`src/rtl/c2d_pkg.sv`:
```
// shared types and constants for the conv2d layer output block
// no dependencies
`timescale 1ns / 1ps
package c2d_pkg;
  localparam int MAP_SIZE_D   = 32;
  localparam int MAX_KERNEL_D = 5;
  localparam int MAX_IN_CH_D  = 32;
  localparam int MAX_OUT_CH_D = 64;

  localparam logic [1:0] OP_WEIGHT  = 2'd0;
  localparam logic [1:0] OP_BIAS    = 2'd1;
  localparam logic [1:0] OP_FEATURE = 2'd2;
  localparam logic [1:0] OP_COMPUTE = 2'd3;

  localparam logic [1:0] REG_STRIDE = 2'd0;
  localparam logic [1:0] REG_KERNEL = 2'd1;
  localparam logic [1:0] REG_NCH    = 2'd2;

  typedef struct packed {
    logic [1:0]         op;
    logic [5:0]         out_channel;
    logic [4:0]         in_channel;
    logic [4:0]         row;
    logic [4:0]         col;
    logic signed [31:0] value;
  } in_item_t;

  typedef struct packed {
    logic signed [47:0] conv_sum;
    logic               status;
  } out_item_t;

  // classified command passed from front to back
  typedef enum logic [1:0] {
    CMD_WEIGHT, CMD_BIAS, CMD_FEATURE, CMD_COMPUTE
  } cmd_kind_t;

  typedef struct packed {
    cmd_kind_t          kind;
    logic               bad;      // write dropped or compute refused
    logic [5:0]         out_channel;
    logic [4:0]         in_channel;
    logic [4:0]         row;
    logic [4:0]         col;
    logic signed [31:0] value;    // already saturated for weight/feature
  } cmd_t;

  typedef enum logic [2:0] {
    ST_IDLE, ST_BIAS, ST_RUN, ST_DRAIN, ST_DONE
  } back_state_t;

  function automatic logic signed [15:0] sat16(input logic signed [31:0] v);
    if (v > 32'sd32767) return 16'sh7fff;
    if (v < -32'sd32768) return 16'sh8000;
    return v[15:0];
  endfunction
endpackage

```
`src/rtl/c2d_fifo.sv`:
```
// short command queue between front and back
// depends on c2d_pkg
`timescale 1ns / 1ps
module c2d_fifo import c2d_pkg::*; (
  input  logic clk,
  input  logic rst,
  input  logic push,
  input  cmd_t din,
  input  logic pop,
  output cmd_t dout,
  output logic not_empty,
  output logic almost_full
);
  cmd_t       slots [4];
  logic [1:0] wp, rp;
  logic [2:0] count;

  assign dout        = slots[rp];
  assign not_empty   = count != 3'd0;
  // front has one register in flight, so stop at two
  assign almost_full = count >= 3'd2;

  always_ff @(posedge clk) begin
    if (rst) begin
      wp <= '0;
      rp <= '0;
      count <= '0;
    end else begin
      if (push) wp <= wp + 2'd1;
      if (pop) rp <= rp + 2'd1;
      count <= count + 3'(push) - 3'(pop);
    end
    if (push) slots[wp] <= din;
  end
endmodule

```
`config.mk`:
```
export PLATFORM = sky130hd
export DESIGN_NAME = c2d_fifo
export DESIGN_NICKNAME = d
export VERILOG_FILES = /design/src/rtl/c2d_pkg.sv /design/src/rtl/c2d_fifo.sv
export SDC_FILE = /design/constraint.sdc
export NUM_CORES = 1
export LEC_CHECK = 0
export ABC_AREA = 0
export BUFFER_PORTS_ARGS = -buffer_cell sky130_fd_sc_hd__clkbuf_2
export CAP_MARGIN = 40
export CORE_MARGIN = 2
export CORE_UTILIZATION = 45
export DETAILED_ROUTE_END_ITERATION = 8
export GPL_TIMING_DRIVEN = 0
export PLACE_DENSITY = 0.75
export SYNTH_ARGS = -nofsm -noshare
export SYNTH_HDL_FRONTEND = slang
export SYNTH_SLANG_ARGS = --single-unit
```
`constraint.sdc`:
```
create_clock -name clk -period 2.4 [get_ports clk]
set_clock_uncertainty 0.1 [all_clocks]
set_input_delay 0.12 -clock clk [delete_from_list [all_inputs] [get_ports clk]]
set_output_delay 0.12 -clock clk [all_outputs]
set_load 0.02 [all_outputs]
```
# Word level (Yosys, flattened, before mapping)
# Memories as Yosys holds them, arrays and structs flattened. A register that Yosys moved wholly into a read port is not among the register bits.
# Index checks and enable logic that the tools add are counted.
[totals]
reg_bits = 7
latchBits = 0
ram_bits = 224
rom_bits = 0
input_bits = 60
output_inout_bits = 58
wordCells = 14
memories = 1
[memory_table]
columns = ["name", "depth", "width", "rd", "rd_clocked_by_memory_dff", "wr", "line", "rtl"]
rows = [
  ["slots", 4, 56, 1, 1, 1, "c2d_fifo.sv:14", "cmd_t slots [4];"],
]
[classes]
addsub = 4
n_mul = 0
div = 0
n_lt_le_gt_ge = 1
eq_ne = 0
shifts = 0
muxes = 4
n_bitwise = 0
reduce_logical = 1
[op_table]
columns = ["op", "n"]
rows = [
  ["$add A2 B1 Y2 const B", 2],
  ["$mux W2", 2],
  ["$add A3 B1 Y3", 1],
  ["$ge A3 B2 Y1 const B", 1],
  ["$reduce_bool A3 Y1", 1],
  ["$sub A3 B1 Y3", 1],
  ["$mux W1", 2],
]

# Logic depth before layout (Yosys ltp)
# Gate-level depths: netlist (run 1).
[logic_depth]
ltp_word = 3
depth_mapped = 8
mapped_depth_nobuf = 8

# Least setup slack after synthesis (run 1)
# Ideal clock, no wire load.
[synth_timing]
path_kind = "register -> register"
start = "register wp[0]"
end = "memory slots[2][0] (netlist bit), enable pin"
setup_ns = 0.419
arrival_ns = 1.869
slack_ns = 0.012
stages_incl_launch_ff = 4
cell_sequence = "dfxtp_1 inv_1 ha_1 and2_1"
[synth_lines]
columns = ["element", "line", "rtl"]
rows = [
  ["from (decl)", "c2d_fifo.sv:15", "logic [1:0] wp, rp;"],
  ["from (signal assigned)", "c2d_fifo.sv:29", "if (push) wp <= wp + 2'd1;"],
  ["to (decl)", "c2d_fifo.sv:14", ""],
]
# Straight into the memory's write port.

==> flow_summary.json, run 1 <==
{
  "hold_start": "din[2]",
  "layout_commonest_cell": "edfxtp_1",
  "placed_area_um2": 9520,
  "timing.final.crit_share": 0.921,
  "rows": 50,
  "grt_overflow": 0,
  "dp_slack_ps": 603,
  "io_pins": 118,
  "path_max_fanout": 10,
  "setup_violations": 0,
  "worst_slack_ps": 191,
  "min_path_type": "in -> reg",
  "max_cap_viol_count": 0,
  "ys_warn_count": 0,
  "cts_tree": "done",
  "wl_mm": 15.1,
  "num_vias": 4085,
  "first_iter_violations": 263,
  "min_period_ps": 2210,
  "ir_worst_vdd_v": 0.000545,
  "powerDensity_nw_per_um2": 865,
  "syn2layout_area_growth_pct": 27.2,
  "cp-end-kind": "output pin",
  "die_x_um": 142,
  "cts_hold_buf": 60,
  "cts_resized": 0,
  "syn_area_um2": 8560,
  "slew_violations": 0,
  "port_buffers": 116,
  "gr-usage-all-layers": 0.152,
  "dp_cells": 691,
  "final_cell_mix": "224 x edfxtp_1, 116 x clkbuf_2, 60 x dlygate4sd3_1",
  "synth_nets": 405,
  "grt_max_degree": 31,
  "synth_top_area_frac": 0.786,
  "cts_buffers": 24,
  "synth_area_leaders": "edfxtp_1 79%, mux4_2 15%, dfxtp_1 2.1%, ha_1 1.0%, buf_12 0.94%",
  "synth-main-ff-cell": "edfxtp_1",
  "grt_pass1_wl_mm": 23.6,
  "drive_gt1_frac": 0.399,
  "final_cells": 795,
  "startpoint_type": "flip-flop",
  "worstPathArrival_ps": 1990,
  "cts.sink_count": 233,
  "yosysSeqAreaShare": 0.807,
  "outcome": "finished clean",
  "wire_per_inst_um": 18.9,
  "core_area_um2": 18700,
  "clk_path_buf_depth": 3,
  "async_flop_share": 0,
  "antenna_found_initial": 0,
  "first_pass_iters": 4,
  "rsz0062_at_grt": "false",
  "hpwlAfterDp_mm": 9.14,
  "nNetsFinal": 611,
  "r2r_start": "wp[0]",
  "fmax_mhz": 453,
  "synth_edf_count": 224,
  "antenna_cells": 0,
  "h-tree-depth": 1,
  "die_area_um2": 20100,
  "die_h_um": 142,
  "critPathKind": "reg -> out",
  "slew_headroom": 0.583,
  "fillers": 1380,
  "synth_cells": 337,
  "synth_area_per_cell_um2": 25.4,
  "clock_latency_ps": 500,
  "cts_root_buf": "clkbuf_16",
  "ys_seq_elements": 233,
  "yosys.area.top_type": "edfxtp_1",
  "netlist-cell-type-count": 21,
  "hold_viol": 0,
  "stdcell_area_um2": 10900,
  "worstMarginPinSlew_ps": 626,
  "grt_pass1_vias": 4482,
  "gp_congestion": 0.655,
  "final_core_util": 0.582,
  "drtAntennaViolNets": 0,
  "p_leak_nw": 3.79,
  "via_per_inst": 5.14,
  "drc_errors": 0,
  "initial_utilization": 0.458,
  "clk_pin_slew_worst_paths_ps": 60,
  "postCtsSetupBuffers": 0,
  "critPathRequiredTime_ps": 2180
}
state kept, by name, summed over array words and instances, names as in the netlist, named ones only:
| register | flops |
|---|---|
| wp | 2 |
| count | 3 |
| slots | 224 |
| rp | 2 |
final timing paths:
check                                     to  slack (ps)  cells after the start
worst min register to register         rp[1]         460                      2
worst min-delay path             slots[2][2]         280                      2
worst max-delay path                dout[46]         190                      4
worst max register to register  slots[2][40]         620                      4
worst max-delay path, stage by stage, from the launching register on:
cell and delay, ps:
dfxtp_1 320, buf_2 280, buf_2 340, mux4_2 370
clkbuf_2 170
report_power, final:
part	leakage [nW]	internal [mW]	switching (mW)
logic	1.28	0.511	0.634
clock network	0.373	2.11	1.43
registers	2.13	4.67	0.0535
total	3.79	7.30	2.11
synthesized netlist by cell type, types with 2 or more instances:
master,number
mux4_2,56
xnor2_1,3
inv_1,7
buf_2,5
edfxtp_1,224
ha_1,7
nor2_1,6
and2_1,4
clkbuf_1,2
buf_12,4
dfxtp_1,9
stage by stage:
| step | TNS (ps) | total power [mW] | hold WS, ps |
|---|---|---|---|
| after CTS | 0 | 9.54 | 256 |
| after detailed placement | 0 | 5.90 | 243 |
| final | 0 | 9.41 | 277 |
| after global placement | -218280 | 5.85 | 232 |
| after global routing | 0 | 9.80 | 266 |
| after floorplan | 0 | 5.51 | 119 |
routing by layer:
metal  global-route usage  routed length, um  up-vias
met5                    0                  0        -
met4               0.0437                290        0
met3               0.0310                679       28
met2                0.266               7720      108
met1                0.194               6360     2110
li1                     -                  -     1839
area by class of cell:
cell class | count | area (um^2) | share of cell area
Clock buffer | 36 | 697 | 0.0640
Inverter | 7 | 26.3 | 0.00241
Buffer | 13 | 131 | 0.0121
Tap cell | 234 | 293 | 0.0269
Multi-Input combinational cell | 84 | 1500 | 0.138
Timing Repair Buffer | 180 | 1260 | 0.116
Clock inverter | 8 | 66.3 | 0.00609
Sequential cell | 233 | 6910 | 0.634
cell families (layout without fill, tap and decap cells):
family                     count (synthesis)  after routing  share of synthesized area
buffers and inverters                     20            244                     0.0184
muxes                                     57             57                      0.149
AOI/OAI and AO/OA                          3              3                    0.00263
and+or+nand+nor                           13             13                    0.00775
adders and majority gates                  8              8                     0.0126
DFF                                      233            233                      0.807
xor gates and xnor gates                   3              3                    0.00307
Note: power is estimated with default switching activity, not from simulation.
==> run 2: changes to the inputs <==
Settings changed: ABC_AREA 0 to 1.
==> run 2 against run 1 <==
Non-clock buffer count up 25. Via count rose by 62%. Sequential share of layout area is 7.2 points lower. First-iteration DRC count rose by 34%. Register-to-register slack got worse by 140 ps. Worst hold slack got worse by 18 ps. Setup slack better by 97 ps. Critical path depth up 2. Utilization decreased by 1.6 points. Largest cell class unchanged.
==> flow_summary.json, run 2 <==
{
  "regArea_um2": 6910,
  "via_per_inst": 4.59,
  "cts_buffers": 25,
  "placed_area_um2": 10900,
  "clk_pin_slew_worst_paths_ps": 60,
  "synth_area_leaders": "edfxtp_1 68%, nand2_1 11%, inv_1 9.1%, nand3_1 5.8%, dfxtp_1 1.8%",
  "max_cap_viol_count": 0,
  "min_path_type": "in -> reg",
  "timing.final.crit_share": 0.880,
  "num_vias": 6615,
  "antenna_found_initial": 0,
  "core_area_um2": 21700,
  "multi_input_area_um2": 1830,
  "initial_utilization": 0.456,
  "r2r_slack_ps": 480,
  "die_x_um": 152,
  "rsz0062_at_grt": "false",
  "reg_top3": "slots: 224 flops, count: 3 flops",
  "whs_ps": 259,
  "largest_register": "slots",
  "first_pass_iters": 4,
  "first_iter_violations": 353,
  "h-tree-depth": 1,
  "startpoint_type": "flip-flop",
  "syn2layout_area_growth_pct": 24.3,
  "swShare": 0.246,
  "yosysMostFrequentCell": "nand2_1",
  "drc_errors": 0,
  "drive_gt1_frac": 0.169,
  "path_max_fanout": 10,
  "cts.sink_count": 233,
  "p_leak_nw": 5.76,
  "p_sw_mw": 2.32,
  "critPathKind": "reg -> out",
  "power_frac_seq": 0.497,
  "ir_worst_vdd_v": 0.000517,
  "gp_congestion": 0.714,
  "outcome": "finished clean",
  "clock_latency_ps": 510,
  "clockPowerShare": 0.373,
  "yosys.area.top_type": "edfxtp_1",
  "dp_slack_ps": 464,
  "setup_violations": 0,
  "gr-usage-all-layers": 0.178,
  "powerDensity_nw_per_um2": 770,
  "port_buffers": 117,
  "cts_root_buf": "clkbuf_16",
  "final_cell_mix": "289 x nand2_1, 236 x inv_1, 224 x edfxtp_1",
  "layout_commonest_cell": "nand2_1",
  "rows": 54,
  "crit_path_max_incr_delay_ps": 310,
  "synth_nets": 1004,
  "crit_path_frequent_cell": "buf_2",
  "synth_cells": 936,
  "grt_pass1_wl_mm": 33.0,
  "worst_slack_ps": 288,
  "grt_pass1_vias": 6612,
  "synth_top_area_frac": 0.681,
  "ys_seq_elements": 233,
  "synth_edf_count": 224,
  "wl_mm": 20.6,
  "stdcell_area_um2": 12300,
  "netlist-cell-type-count": 15,
  "fmax_mhz": 473,
  "final_core_util": 0.566,
  "use_met2": 0.312,
  "synth_area_per_cell_um2": 10.6,
  "yosysSeqAreaShare": 0.699,
  "cts_tree": "done",
  "cp-end-kind": "output pin",
  "grt_overflow": 0,
  "wire_per_inst_um": 14.3,
  "worstPathArrival_ps": 1890,
  "cpMaxStageDelayCell": "dfxtp_1",
  "die_area_um2": 23200,
  "nNetsFinal": 1212,
  "async_flop_share": 0,
  "hold_viol": 0,
  "die_h_um": 152,
  "clk_path_buf_depth": 3,
  "synth_common_cells": "289 x nand2_1, 240 x inv_1, 224 x edfxtp_1, 115 x nand3_1, 25 x buf_2",
  "cts_resized": 0,
  "p_comb_frac": 0.130,
  "top_usage_layer": "met2",
  "largest_register_ffs": 224,
  "worstMarginPinSlew_ps": 851,
  "antenna_cells": 0,
  "ys_warn_count": 0,
  "syn_area_um2": 9880,
  "power.internal_mw": 7.13,
  "slew_violations": 0,
  "grt_use_met1": 0.228,
  "gr-usage-met3": 0.0310,
  "grt_max_degree": 57,
  "fin_setup_tns_ps": 0,
  "synth-main-ff-cell": "edfxtp_1",
  "fillers": 1831,
  "slew_headroom": 0.432,
  "drtAntennaViolNets": 0,
  "critPathRequiredTime_ps": 2180,
  "min_period_ps": 2110,
  "io_pins": 118,
  "path_cells": "inv_1, buf_2, buf_2, nand3_1, nand2_1, clkbuf_2",
  "hpwlAfterDp_mm": 13.1
}
==> run 2: changes by cell type after synthesis, moves of 9 or more <==
cell     change
buf_2       +20
buf_6        +9
inv_1      +233
mux4_2      -56
nand2_1    +289
nand3_1    +114
==> run 2: layer usage <==
metal / up-vias / part of all wire
li1: 3334 / -
met2: 157 / 0.50
met4: 0 / 0.020
met1: 3092 / 0.42
met3: 32 / 0.054
met5: - / 0
==> run 2: worst paths after layout <==
path | start | endpoint | cells past startpoint
max | flip-flop | dout[20] | 6
min | rst | count[1] | 3
max reg2reg | wp[0] | slots[0][35] | 5
min reg2reg | rp[1] | flip-flop | 2
==> run 2: repair_timing <==
action	CTS	global route
endpoints found under the hold margin	233	0
hold buffers	59	0
buffers inserted	0	0
==> run 2: cells by family (layout without fill, tap and decap cells) <==
logic type,Yosys count,after routing,synth area share
adder cells (fa/ha/maj),8,8,0.0109
AO/OA/AOI/OAI,3,3,0.00152
AND/OR/NAND/NOR,413,413,0.171
XOR/XNOR,1,1,0.000886
flip-flops,233,233,0.699
buffers and inverters,278,504,0.116
==> run 2: area by class of cell <==
cell class              count  share of cell area
plain buffers              37              0.0200
inverters                 241              0.0739
clock inverters            13             0.00754
repair buffers            181               0.105
clock buffers              32              0.0539
well taps                 280              0.0285
flip-flops and latches    233               0.562
multi-input cells         425               0.149
==> run 2: power groups by stage <==
stage | Combinational, mW | Clock [mW] | Sequential [mW]
floorplan | 0.721 | 0 | 4.78
global placement | 1.11 | 0 | 4.79
detailed placement | 1.17 | 0 | 4.78
global route | 1.38 | 3.75 | 4.71
CTS | 1.25 | 3.61 | 4.70
finish | 1.23 | 3.53 | 4.70
==> run 2: through the flow <==
| step | total power, mW | instances |
|---|---|---|
| finish | 9.46 | 1442 |
| global route | 9.84 | 1442 |
| CTS | 9.56 | 1442 |
| detailed placement | 5.95 | 1338 |
| global placement | 5.90 | 1333 |
| floorplan | 5.50 | 936 |
==> run 2: critical path, delay by kind of cell, from the launching register on <==
family / cells / cell delay (ps)
buf+inv: 4 / 830
flops: 1 / 310
simple gates: 2 / 220
