$ cat config.mk
export PLATFORM = sky130hd
export DESIGN_NAME = c2d_front
export DESIGN_NICKNAME = d
export VERILOG_FILES = /design/src/rtl/c2d_pkg.sv /design/src/rtl/c2d_front.sv
export SDC_FILE = /design/constraint.sdc
export NUM_CORES = 1
export LEC_CHECK = 0
export BUFFER_PORTS_ARGS = -buffer_cell sky130_fd_sc_hd__buf_2
export CORE_MARGIN = 2
export CORE_UTILIZATION = 54
export DETAILED_ROUTE_END_ITERATION = 12
export PLACE_DENSITY_LB_ADDON = 0.3
export SLEW_MARGIN = 20
export SYNTH_ARGS = -nofsm -noshare
export SYNTH_HDL_FRONTEND = slang
export SYNTH_SLANG_ARGS = --single-unit
$ cat constraint.sdc
create_clock -name clk -period 8.9 [get_ports clk]
set_clock_uncertainty 0.1 [all_clocks]
set_input_delay 0 -clock clk [delete_from_list [all_inputs] [get_ports clk]]
set_output_delay 0 -clock clk [all_outputs]
set_load 0.005 [all_outputs]
$ cat src/rtl/c2d_pkg.sv
// shared types and constants for the conv2d layer output block
// no dependencies
`timescale 1ns / 1ps
package c2d_pkg;
  localparam int MAP_SIZE_D   = 32;
  localparam int MAX_KERNEL_D = 5;
  localparam int MAX_IN_CH_D  = 32;
  localparam int MAX_OUT_CH_D = 64;

  localparam logic [1:0] OP_WEIGHT  = 2'd0;
  localparam logic [1:0] OP_BIAS    = 2'd1;
  localparam logic [1:0] OP_FEATURE = 2'd2;
  localparam logic [1:0] OP_COMPUTE = 2'd3;

  localparam logic [1:0] REG_STRIDE = 2'd0;
  localparam logic [1:0] REG_KERNEL = 2'd1;
  localparam logic [1:0] REG_NCH    = 2'd2;

  typedef struct packed {
    logic [1:0]         op;
    logic [5:0]         out_channel;
    logic [4:0]         in_channel;
    logic [4:0]         row;
    logic [4:0]         col;
    logic signed [31:0] value;
  } in_item_t;

  typedef struct packed {
    logic signed [47:0] conv_sum;
    logic               status;
  } out_item_t;

  // classified command passed from front to back
  typedef enum logic [1:0] {
    CMD_WEIGHT, CMD_BIAS, CMD_FEATURE, CMD_COMPUTE
  } cmd_kind_t;

  typedef struct packed {
    cmd_kind_t          kind;
    logic               bad;      // write dropped or compute refused
    logic [5:0]         out_channel;
    logic [4:0]         in_channel;
    logic [4:0]         row;
    logic [4:0]         col;
    logic signed [31:0] value;    // already saturated for weight/feature
  } cmd_t;

  typedef enum logic [2:0] {
    ST_IDLE, ST_BIAS, ST_RUN, ST_DRAIN, ST_DONE
  } back_state_t;

  function automatic logic signed [15:0] sat16(input logic signed [31:0] v);
    if (v > 32'sd32767) return 16'sh7fff;
    if (v < -32'sd32768) return 16'sh8000;
    return v[15:0];
  endfunction
endpackage

$ cat src/rtl/c2d_front.sv
// front end: accepts items, checks ranges, saturates and pushes commands
// depends on c2d_pkg
`timescale 1ns / 1ps
module c2d_front import c2d_pkg::*; #(
  parameter int MAP_SIZE   = MAP_SIZE_D,
  parameter int MAX_KERNEL = MAX_KERNEL_D,
  parameter int MAX_IN_CH  = MAX_IN_CH_D,
  parameter int MAX_OUT_CH = MAX_OUT_CH_D
) (
  input  logic     clk,
  input  logic     rst,
  input  in_item_t item,
  input  logic     item_ok,
  input  logic [2:0] stride,
  input  logic [2:0] ksize,
  output cmd_t     cmd,
  output logic     cmd_push
);
  logic [7:0] r0, c0;
  logic [8:0] rend, cend;
  logic       bad;

  always_comb begin
    r0 = 8'(item.row * stride);
    c0 = 8'(item.col * stride);
    rend = 9'(item.row * stride) + 9'(ksize);
    cend = 9'(item.col * stride) + 9'(ksize);
    bad = 1'b0;
    unique case (item.op)
      OP_WEIGHT:  bad = (32'(item.out_channel) >= MAX_OUT_CH) ||
                        (32'(item.in_channel) >= MAX_IN_CH) ||
                        (32'(item.row) >= MAX_KERNEL) || (32'(item.col) >= MAX_KERNEL);
      OP_BIAS:    bad = 32'(item.out_channel) >= MAX_OUT_CH;
      OP_FEATURE: bad = (32'(item.in_channel) >= MAX_IN_CH) ||
                        (32'(item.row) >= MAP_SIZE) || (32'(item.col) >= MAP_SIZE);
      OP_COMPUTE: bad = (32'(item.out_channel) >= MAX_OUT_CH) ||
                        (32'(rend) > MAP_SIZE) || (32'(cend) > MAP_SIZE);
      default:    bad = 1'b1;
    endcase
  end

  always_ff @(posedge clk) begin
    if (rst) begin
      cmd_push <= 1'b0;
    end else begin
      cmd_push <= item_ok;
    end
    if (item_ok) begin
      cmd.kind        <= cmd_kind_t'(item.op);
      cmd.bad         <= bad;
      cmd.out_channel <= item.out_channel;
      cmd.in_channel  <= item.in_channel;
      // compute carries its window origin in row/col (low five bits, upper bits checked above)
      cmd.row         <= (item.op == OP_COMPUTE) ? r0[4:0] : item.row;
      cmd.col         <= (item.op == OP_COMPUTE) ? c0[4:0] : item.col;
      cmd.value       <= (item.op == OP_BIAS) ? item.value : 32'(sat16(item.value));
    end
  end
endmodule

# Word level (Yosys, flattened, before mapping)
# Cells that the tools add are included.
# totals
reg_bits	57
in_bits	64
output_inout_bits	57
# classes
n_addsub	2
mul	4
n_lt_le_gt_ge	6
n_eq_ne	3
n_mux	13
n_reduce_logical	4
# ops
op	n
$mux W16	4
$gt A32 B16 Y1 const B	1
$lt A32 B16 Y1 const B	1
$mux W32	1
$add A8 B3 Y9	2
$gt A9 B6 Y1 const B	2
$mul A5 B3 Y8	2
$ge A5 B3 Y1 const B	2
$mul A5 B3 Y5	2
$mux W5	2
$mux W1	5
$eq A2 B2 Y1 const B	2
$pmux W1 S3	1
$eq A2 B1 Y1 const B	1
$logic_not A2 Y1	1
$logic_or A1 B1 Y1	2
$reduce_or A2 Y1	1

# Depth between registers and ports, before layout
# Gate-level depths: netlist of run 1.
# logic_depth
depth_word	8
mapped_depth	12

# Least setup slack after synthesis of run 1
# Ideal clock, no wire load.
# synth_path
kind	input port to flip-flop
startpoint	in stride[2]
endpoint	reg cmd[53] (netlist bit) (data pin)
setup_time_ps	271
arrival_time_ps	3072
slack_ps	5458
stages	11
path_buffers	1
path_cell_list	clkbuf_1 > nand2_1 > fa_1 > fa_1 > inv_1 > fa_1 > or4b_2 > a211oi_1 > nor4_1 > nor3_2 > a32oi_1
# synth_between
elab_chain_cells	5
elab_cells_between_ends	8
# synth_lines
item	line	rtl
from (decl)	c2d_front.sv:14	input logic [2:0] stride,
$mul A5 B3 Y8, on equally long branches	c2d_front.sv:26, c2d_front.sv:27	
$add A8 B3 Y9, on equally long branches	c2d_front.sv:26, c2d_front.sv:27	
$gt A9 B6 Y1	c2d_front.sv:37	(32'(rend) > MAP_SIZE) || (32'(cend) > MAP_SIZE);
$logic_or A1 B1 Y1 *	c2d_front.sv:37	
$pmux W1 S3 *	c2d_front.sv:29	unique case (item.op)
via bad	c2d_front.sv:21	logic bad;
to (decl)	c2d_front.sv:16	output cmd_t cmd,
# The timed path passes the listed nets; every way through them passes the cells marked *.
# A chain may end at the register's enable or synchronous reset.

# Worst setup path after layout of run 1
# layout_path
startpoint	in item[32] (netlist bit)
endpoint	reg cmd[53] (netlist bit) (data pin)
# layout_between
elab_chain_cells	5
elab_cells_between_ends	7
# layout_lines
item	line	rtl
from (decl)	c2d_front.sv:12	input in_item_t item,
$mul A5 B3 Y8	c2d_front.sv:27	cend = 9'(item.col * stride) + 9'(ksize);
$add A8 B3 Y9	c2d_front.sv:27	
$gt A9 B6 Y1	c2d_front.sv:37	
$logic_or A1 B1 Y1	c2d_front.sv:37	
$pmux W1 S3 *	c2d_front.sv:29	
via bad	c2d_front.sv:21	
# Marked as above.

==> results of run 1 <==
==> layer usage <==
layer  part of all wire (%)  up-vias
li1                       -     1343
met1                     40     1381
met2                     50      154
met3                    7.4       21
met4                    2.6        0
met5                      0        -
==> worst max-delay path, stage by stage <==
cell and delay (ns):
dlygate4sd3_1 0.53, buf_2 0.14, nand2_1 0.08, fa_1 0.54, fa_1 0.53, inv_1 0.07, fa_1 0.50, or4b_2 0.61
a211oi_1 0.30, o21ai_0 0.14, a21oi_1 0.16, a32oi_1 0.11
==> synthesized netlist by cell type, types with 4 or more instances <==
cell type   n  share of area (%)
mux2_2      7                2.3
and2_1     18                3.3
o21ai_0     6               0.89
nor4_1      8                1.5
a21o_1     33                7.3
nand2_1    17                1.9
fa_1       12                7.1
a21oi_1     7                1.0
edfxtp_1   56                 50
inv_1      17                1.9
nand4_1     4               0.74
clkbuf_1    8               0.89
ha_1       30                 11
==> cells by family after synthesis <==
| family | Yosys count |
|---|---|
| fa+ha+maj | 42 |
| mux | 7 |
| xor+xnor | 5 |
| buf+inv | 29 |
| compound gates | 64 |
| flops | 57 |
| simple gates | 62 |
==> worst paths after layout <==
path / slack (ns) / to / from / cells past startpoint
setup / recovery: 5.15 / cmd[53]$_DFFE_PP_ / item[32] / 12
hold / removal: 0.04 / cmd[15]$_DFFE_PP_ / item[15] / 3
==> flip-flops by register name, indices dropped and copies added, names as in the netlist <==
register	flops
cmd	56
cmd_push	1
==> area by class of cell <==
cell class,count,area (sq um)
Inverter,17,63.8
Clock buffer,10,128
Tap cell,75,93.8
Timing Repair Buffer,177,1170
Clock inverter,6,82.6
Multi-Input combinational cell,180,1560
Fill cell,376,1190
Sequential cell,57,1700
==> timing repair <==
action,CTS,global route
hold endpoints to repair,55,0
setup buffers,0,0
hold buffers,55,0
==> per-stage QoR <==
| step | instance area, sq um | util, % | power [mW] | hold slack (ns) |
|---|---|---|---|---|
| after global placement | 4030 | 67.3 | 0.497 | 0.0573 |
| after global routing | 4800 | 80.1 | 0.823 | 0.0600 |
| final | 4800 | 80.1 | 0.783 | 0.0429 |
| after detailed placement | 4030 | 67.3 | 0.505 | 0.0596 |
| after CTS | 4790 | 80.0 | 0.779 | 0.0316 |
| after floorplan | 3370 | - | 0.435 | -0.0284 |
==> power by group through the flow <==
stage / clock network [mW] / logic, mW / registers (mW)
CTS: 0.258 / 0.190 / 0.331
detailed placement: 0 / 0.168 / 0.337
global placement: 0 / 0.161 / 0.335
finish: 0.260 / 0.192 / 0.332
global route: 0.275 / 0.215 / 0.334
floorplan: 0 / 0.0943 / 0.340
==> flow_metrics.tcl, run 1 <==
set metrics [dict create \
    status "finished, final reports clean" \
    synth_edf_count 56 \
    worst_pin_slew_ns 0.944 \
    grt_overflow 0 \
    max_freq_mhz 267 \
    period_minus_slack_ns 3.75 \
    ys_ff_latch 57 \
    start_kind "primary input" \
    rsz0062_at_grt "no" \
    postSynthNetCount 372 \
    yosysWarnings 0 \
    met3_usage_pct 6.66 \
    power_frac_comb_pct 24.5 \
    async_flop_share_pct 0 \
    end_kind "flip-flop" \
    ir_drop_mv 0.119 \
    cp.arrival_ns 3.71 \
    synth_fa_ha_area_share_pct 18.2 \
    num_vias 2899 \
    setup_viol 0 \
    synth.distinct_cells 42 \
    vias_per_cell 5.55 \
    grt_pass1_wl_um 15000 \
    syn_to_final_growth_pct 42.2 \
    cts_buffer_depth 2 \
    root_buffer "clkbuf_8" \
    dpl.hpwl_um 5900 \
    antenna_cells 0 \
    final_common_cell "buf_2" \
    setup-tns-final_ns 0 \
    p_leak_nw 2.32 \
    place_ws_ns 5.30 \
    syn_inst 266 \
    drive_above_1_share_pct 34.0 \
    power_frac_seq_pct 42.3 \
    p_clk_share_pct 33.2 \
    cts_buffers 9 \
    ioPinCount 121 \
    final_cell_mix "120 x buf_2, 56 x edfxtp_1, 55 x dlygate4sd3_1, 33 x a21o_1, 30 x ha_1" \
    crit_type "primary input to flip-flop" \
    grt_pass1_vias 2925 \
    syn_area_sq_um 3370 \
    dieArea_sq_um 6890 \
    portBuffers 120 \
    antenna_found_initial 0 \
    die_w_um 83.0 \
    grt_max_degree 58 \
    post_cts_resized 0 \
    globalplace.congestion 0.862 \
    use_met1_pct 35.0 \
    ys.flop_type "edfxtp_1" \
    p_switching_mw 0.209 \
    met2_usage_pct 46.8 \
    fp.dieH_um 83.0 \
    muxShareOfSynthArea_pct 2.34 \
    track_usage_pct 27.6 \
    hold_viol 0 \
    fin_cells 522 \
    required_ns 8.86 \
    start_util_pct 56.3 \
    synth_top_family_by_area "adder cells" \
    htree_levels 3 \
    path_max_fanout 5 \
    synth_simple_gate_area_share_pct 10.3 \
    clk_pin_slew_ns 0.06 \
    dp_cells 451 \
    synth-compound-area-share_pct 14.0 \
    fin_crit_sh_pct 42.2 \
    p_int_mw 0.575 \
    drt_iter0_drc 173 \
    cts_tree "built" \
    yosysSeqAreaShare_pct 50.4 \
    avgSynthCellArea_sq_um 12.7 \
    grt_busiest_layer "met2" \
    detail_route.wl_per_cell_um 17.5 \
    rows 28 \
    core_sq_um 5990 \
    max_cap_violations 0 \
    wl_um 9110 \
    drc 0 \
    drt_first_pass_iters 5 \
    drv_slew 0 \
    slew_headroom_pct 37.0 \
    p_per_area_nw_per_um2 163 \
    setup_ws_ns 5.15 \
    sw_frac_of_total_pct 26.6 \
    synth_xor_area_share_pct 1.30 \
    min_path_type "primary input to flip-flop" \
    ant_nets 0 \
    final_nets 548 \
    cts.sink_count 57 \
]
Note: power is estimated with default switching activity, not from simulation.
==> run 2: changes to the inputs <==
Settings changed: CORE_UTILIZATION 54 to 50.
Clock period 8.9 ns to 3.8 ns, I/O delays scaled along.
==> flow_metrics.tcl, run 2 (same netlist as run 1, synthesis figures left out) <==
set metrics [dict create \
    dpl.hpwl_um 5700 \
    antenna_cells 0 \
    drt_first_pass_iters 4 \
    fin_crit_sh_pct 95.3 \
    period_minus_slack_ns 3.62 \
    slew_headroom_pct 31.2 \
    critPathLaunch "item[32]" \
    drc 0 \
    dieArea_sq_um 7420 \
    place_ws_ns 0.262 \
    grt_pass1_vias 2895 \
    antenna_found_initial 0 \
    ir_drop_mv 0.234 \
    setup_viol 0 \
    reg.largest.list "cmd x56, cmd_push x1" \
    num_vias 2899 \
    cts_buffers 9 \
    final_nets 550 \
    status "finished, final reports clean" \
    cts_tree "built" \
    clk_pin_slew_ns 0.07 \
    start_util_pct 52.5 \
    die_w_um 86.1 \
    setup-tns-final_ns 0 \
    whs_path_depth 3 \
    drv_slew 0 \
    worst_pin_slew_ns 1.03 \
    root_buffer "clkbuf_8" \
    fin_cells 526 \
    max_cap_violations 0 \
    crit_type "primary input to flip-flop" \
    wl_um 9010 \
    grt_overflow 0 \
    core_sq_um 6420 \
    rows 29 \
    p_per_area_nw_per_um2 383 \
    final_cell_mix "120 x buf_2, 56 x edfxtp_1, 55 x dlygate4sd3_1, 33 x a21o_1, 30 x ha_1" \
    cts.sink_count 57 \
    drive_above_1_share_pct 35.2 \
    fp.dieH_um 86.1 \
    detail_route.wl_per_cell_um 17.1 \
    p_leak_nw 2.33 \
    drt_iter0_drc 176 \
    path_max_fanout 5 \
    grt_pass1_wl_um 14200 \
    min_path_type "primary input to flip-flop" \
    max_freq_mhz 276 \
    grt_max_degree 58 \
    final_common_cell "buf_2" \
    ant_nets 0 \
    hold_viol 0 \
    track_usage_pct 25.1 \
    regMostFlops "cmd" \
    end_kind "flip-flop" \
    cp.arrival_ns 3.58 \
    start_kind "primary input" \
    dp_cells 455 \
    required_ns 3.76 \
    cts_buffer_depth 2 \
    largest_reg_flops 56 \
    setup_ws_ns 0.180 \
    syn_to_final_growth_pct 44.1 \
    fillers 407 \
    vias_per_cell 5.51 \
    rsz0062_at_grt "no" \
    ioPinCount 121 \
    globalplace.congestion 0.849 \
    crit_end "cmd[53]$_DFFE_PP_" \
    htree_levels 3 \
    portBuffers 120 \
]
==> run 2: layer usage <==
layer / track usage (%) / vias to the layer above / wire [um]
met2: 43.6 / 132 / 4560
met1: 29.5 / 1400 / 3460
met5: 0 / - / 0
met4: 11.4 / 0 / 306
met3: 5.87 / 20 / 682
li1: - / 1347 / -
==> run 2: worst max-delay path: stages <==
cell and delay [ns]:
dlygate4sd3_1 0.51, buf_2 0.14, nand2_1 0.08, fa_1 0.53, fa_1 0.53, inv_1 0.07, fa_1 0.52, or4_4 0.45
a2111oi_4 0.37, nor4_2 0.10, nor3_2 0.17, a32oi_1 0.10
==> run 2: report_power, final <==
part / switching (mW) / internal (mW) / total (mW)
Combinational: 0.237 / 0.226 / 0.464
Clock: 0.254 / 0.369 / 0.623
Sequential: 0.0172 / 0.760 / 0.778
Total: 0.508 / 1.36 / 1.86
==> run 2: how the worst min path moves through the flow <==
stage / start / endpoint / slack (ns)
floorplan: rst / cmd_push$_SDFF_PP0_ / -0.03
global placement: rst / cmd_push$_SDFF_PP0_ / 0.06
detailed placement: rst / cmd_push$_SDFF_PP0_ / 0.06
CTS: item[15] / cmd[15]$_DFFE_PP_ / 0.01
global route: item[15] / cmd[15]$_DFFE_PP_ / 0.03
finish: item[15] / cmd[15]$_DFFE_PP_ / 0.04
==> run 2: per-stage QoR <==
step	power (mW)	utilization (%)	cell area, sq um	hold WS (ns)
2_1_floorplan	1.02	-	3370	-0.0284
3_3_place_gp	1.17	63.1	4050	0.0572
3_5_place_dp	1.18	63.1	4050	0.0605
4_1_cts	1.84	75.0	4820	0.0141
5_1_grt	1.96	75.7	4860	0.0306
6_report	1.86	75.7	4860	0.0421
==> run 2: layout make-up <==
type                    instances  area (sq um)  area share [%]
inverters                      17          63.8            1.31
flip-flops and latches         57          1700            35.0
multi-input cells             180          1600            32.9
well taps                      77          96.3            1.98
repair buffers                179          1180            24.3
clock buffers                   9           124            2.55
clock inverters                 7          93.8            1.93
==> run 2: repair_timing <==
action	CTS	global route
hold buffers	55	0
gates resized for setup	0	7
setup endpoints to repair	0	1
buffers inserted	0	0
hold endpoints to repair	55	0
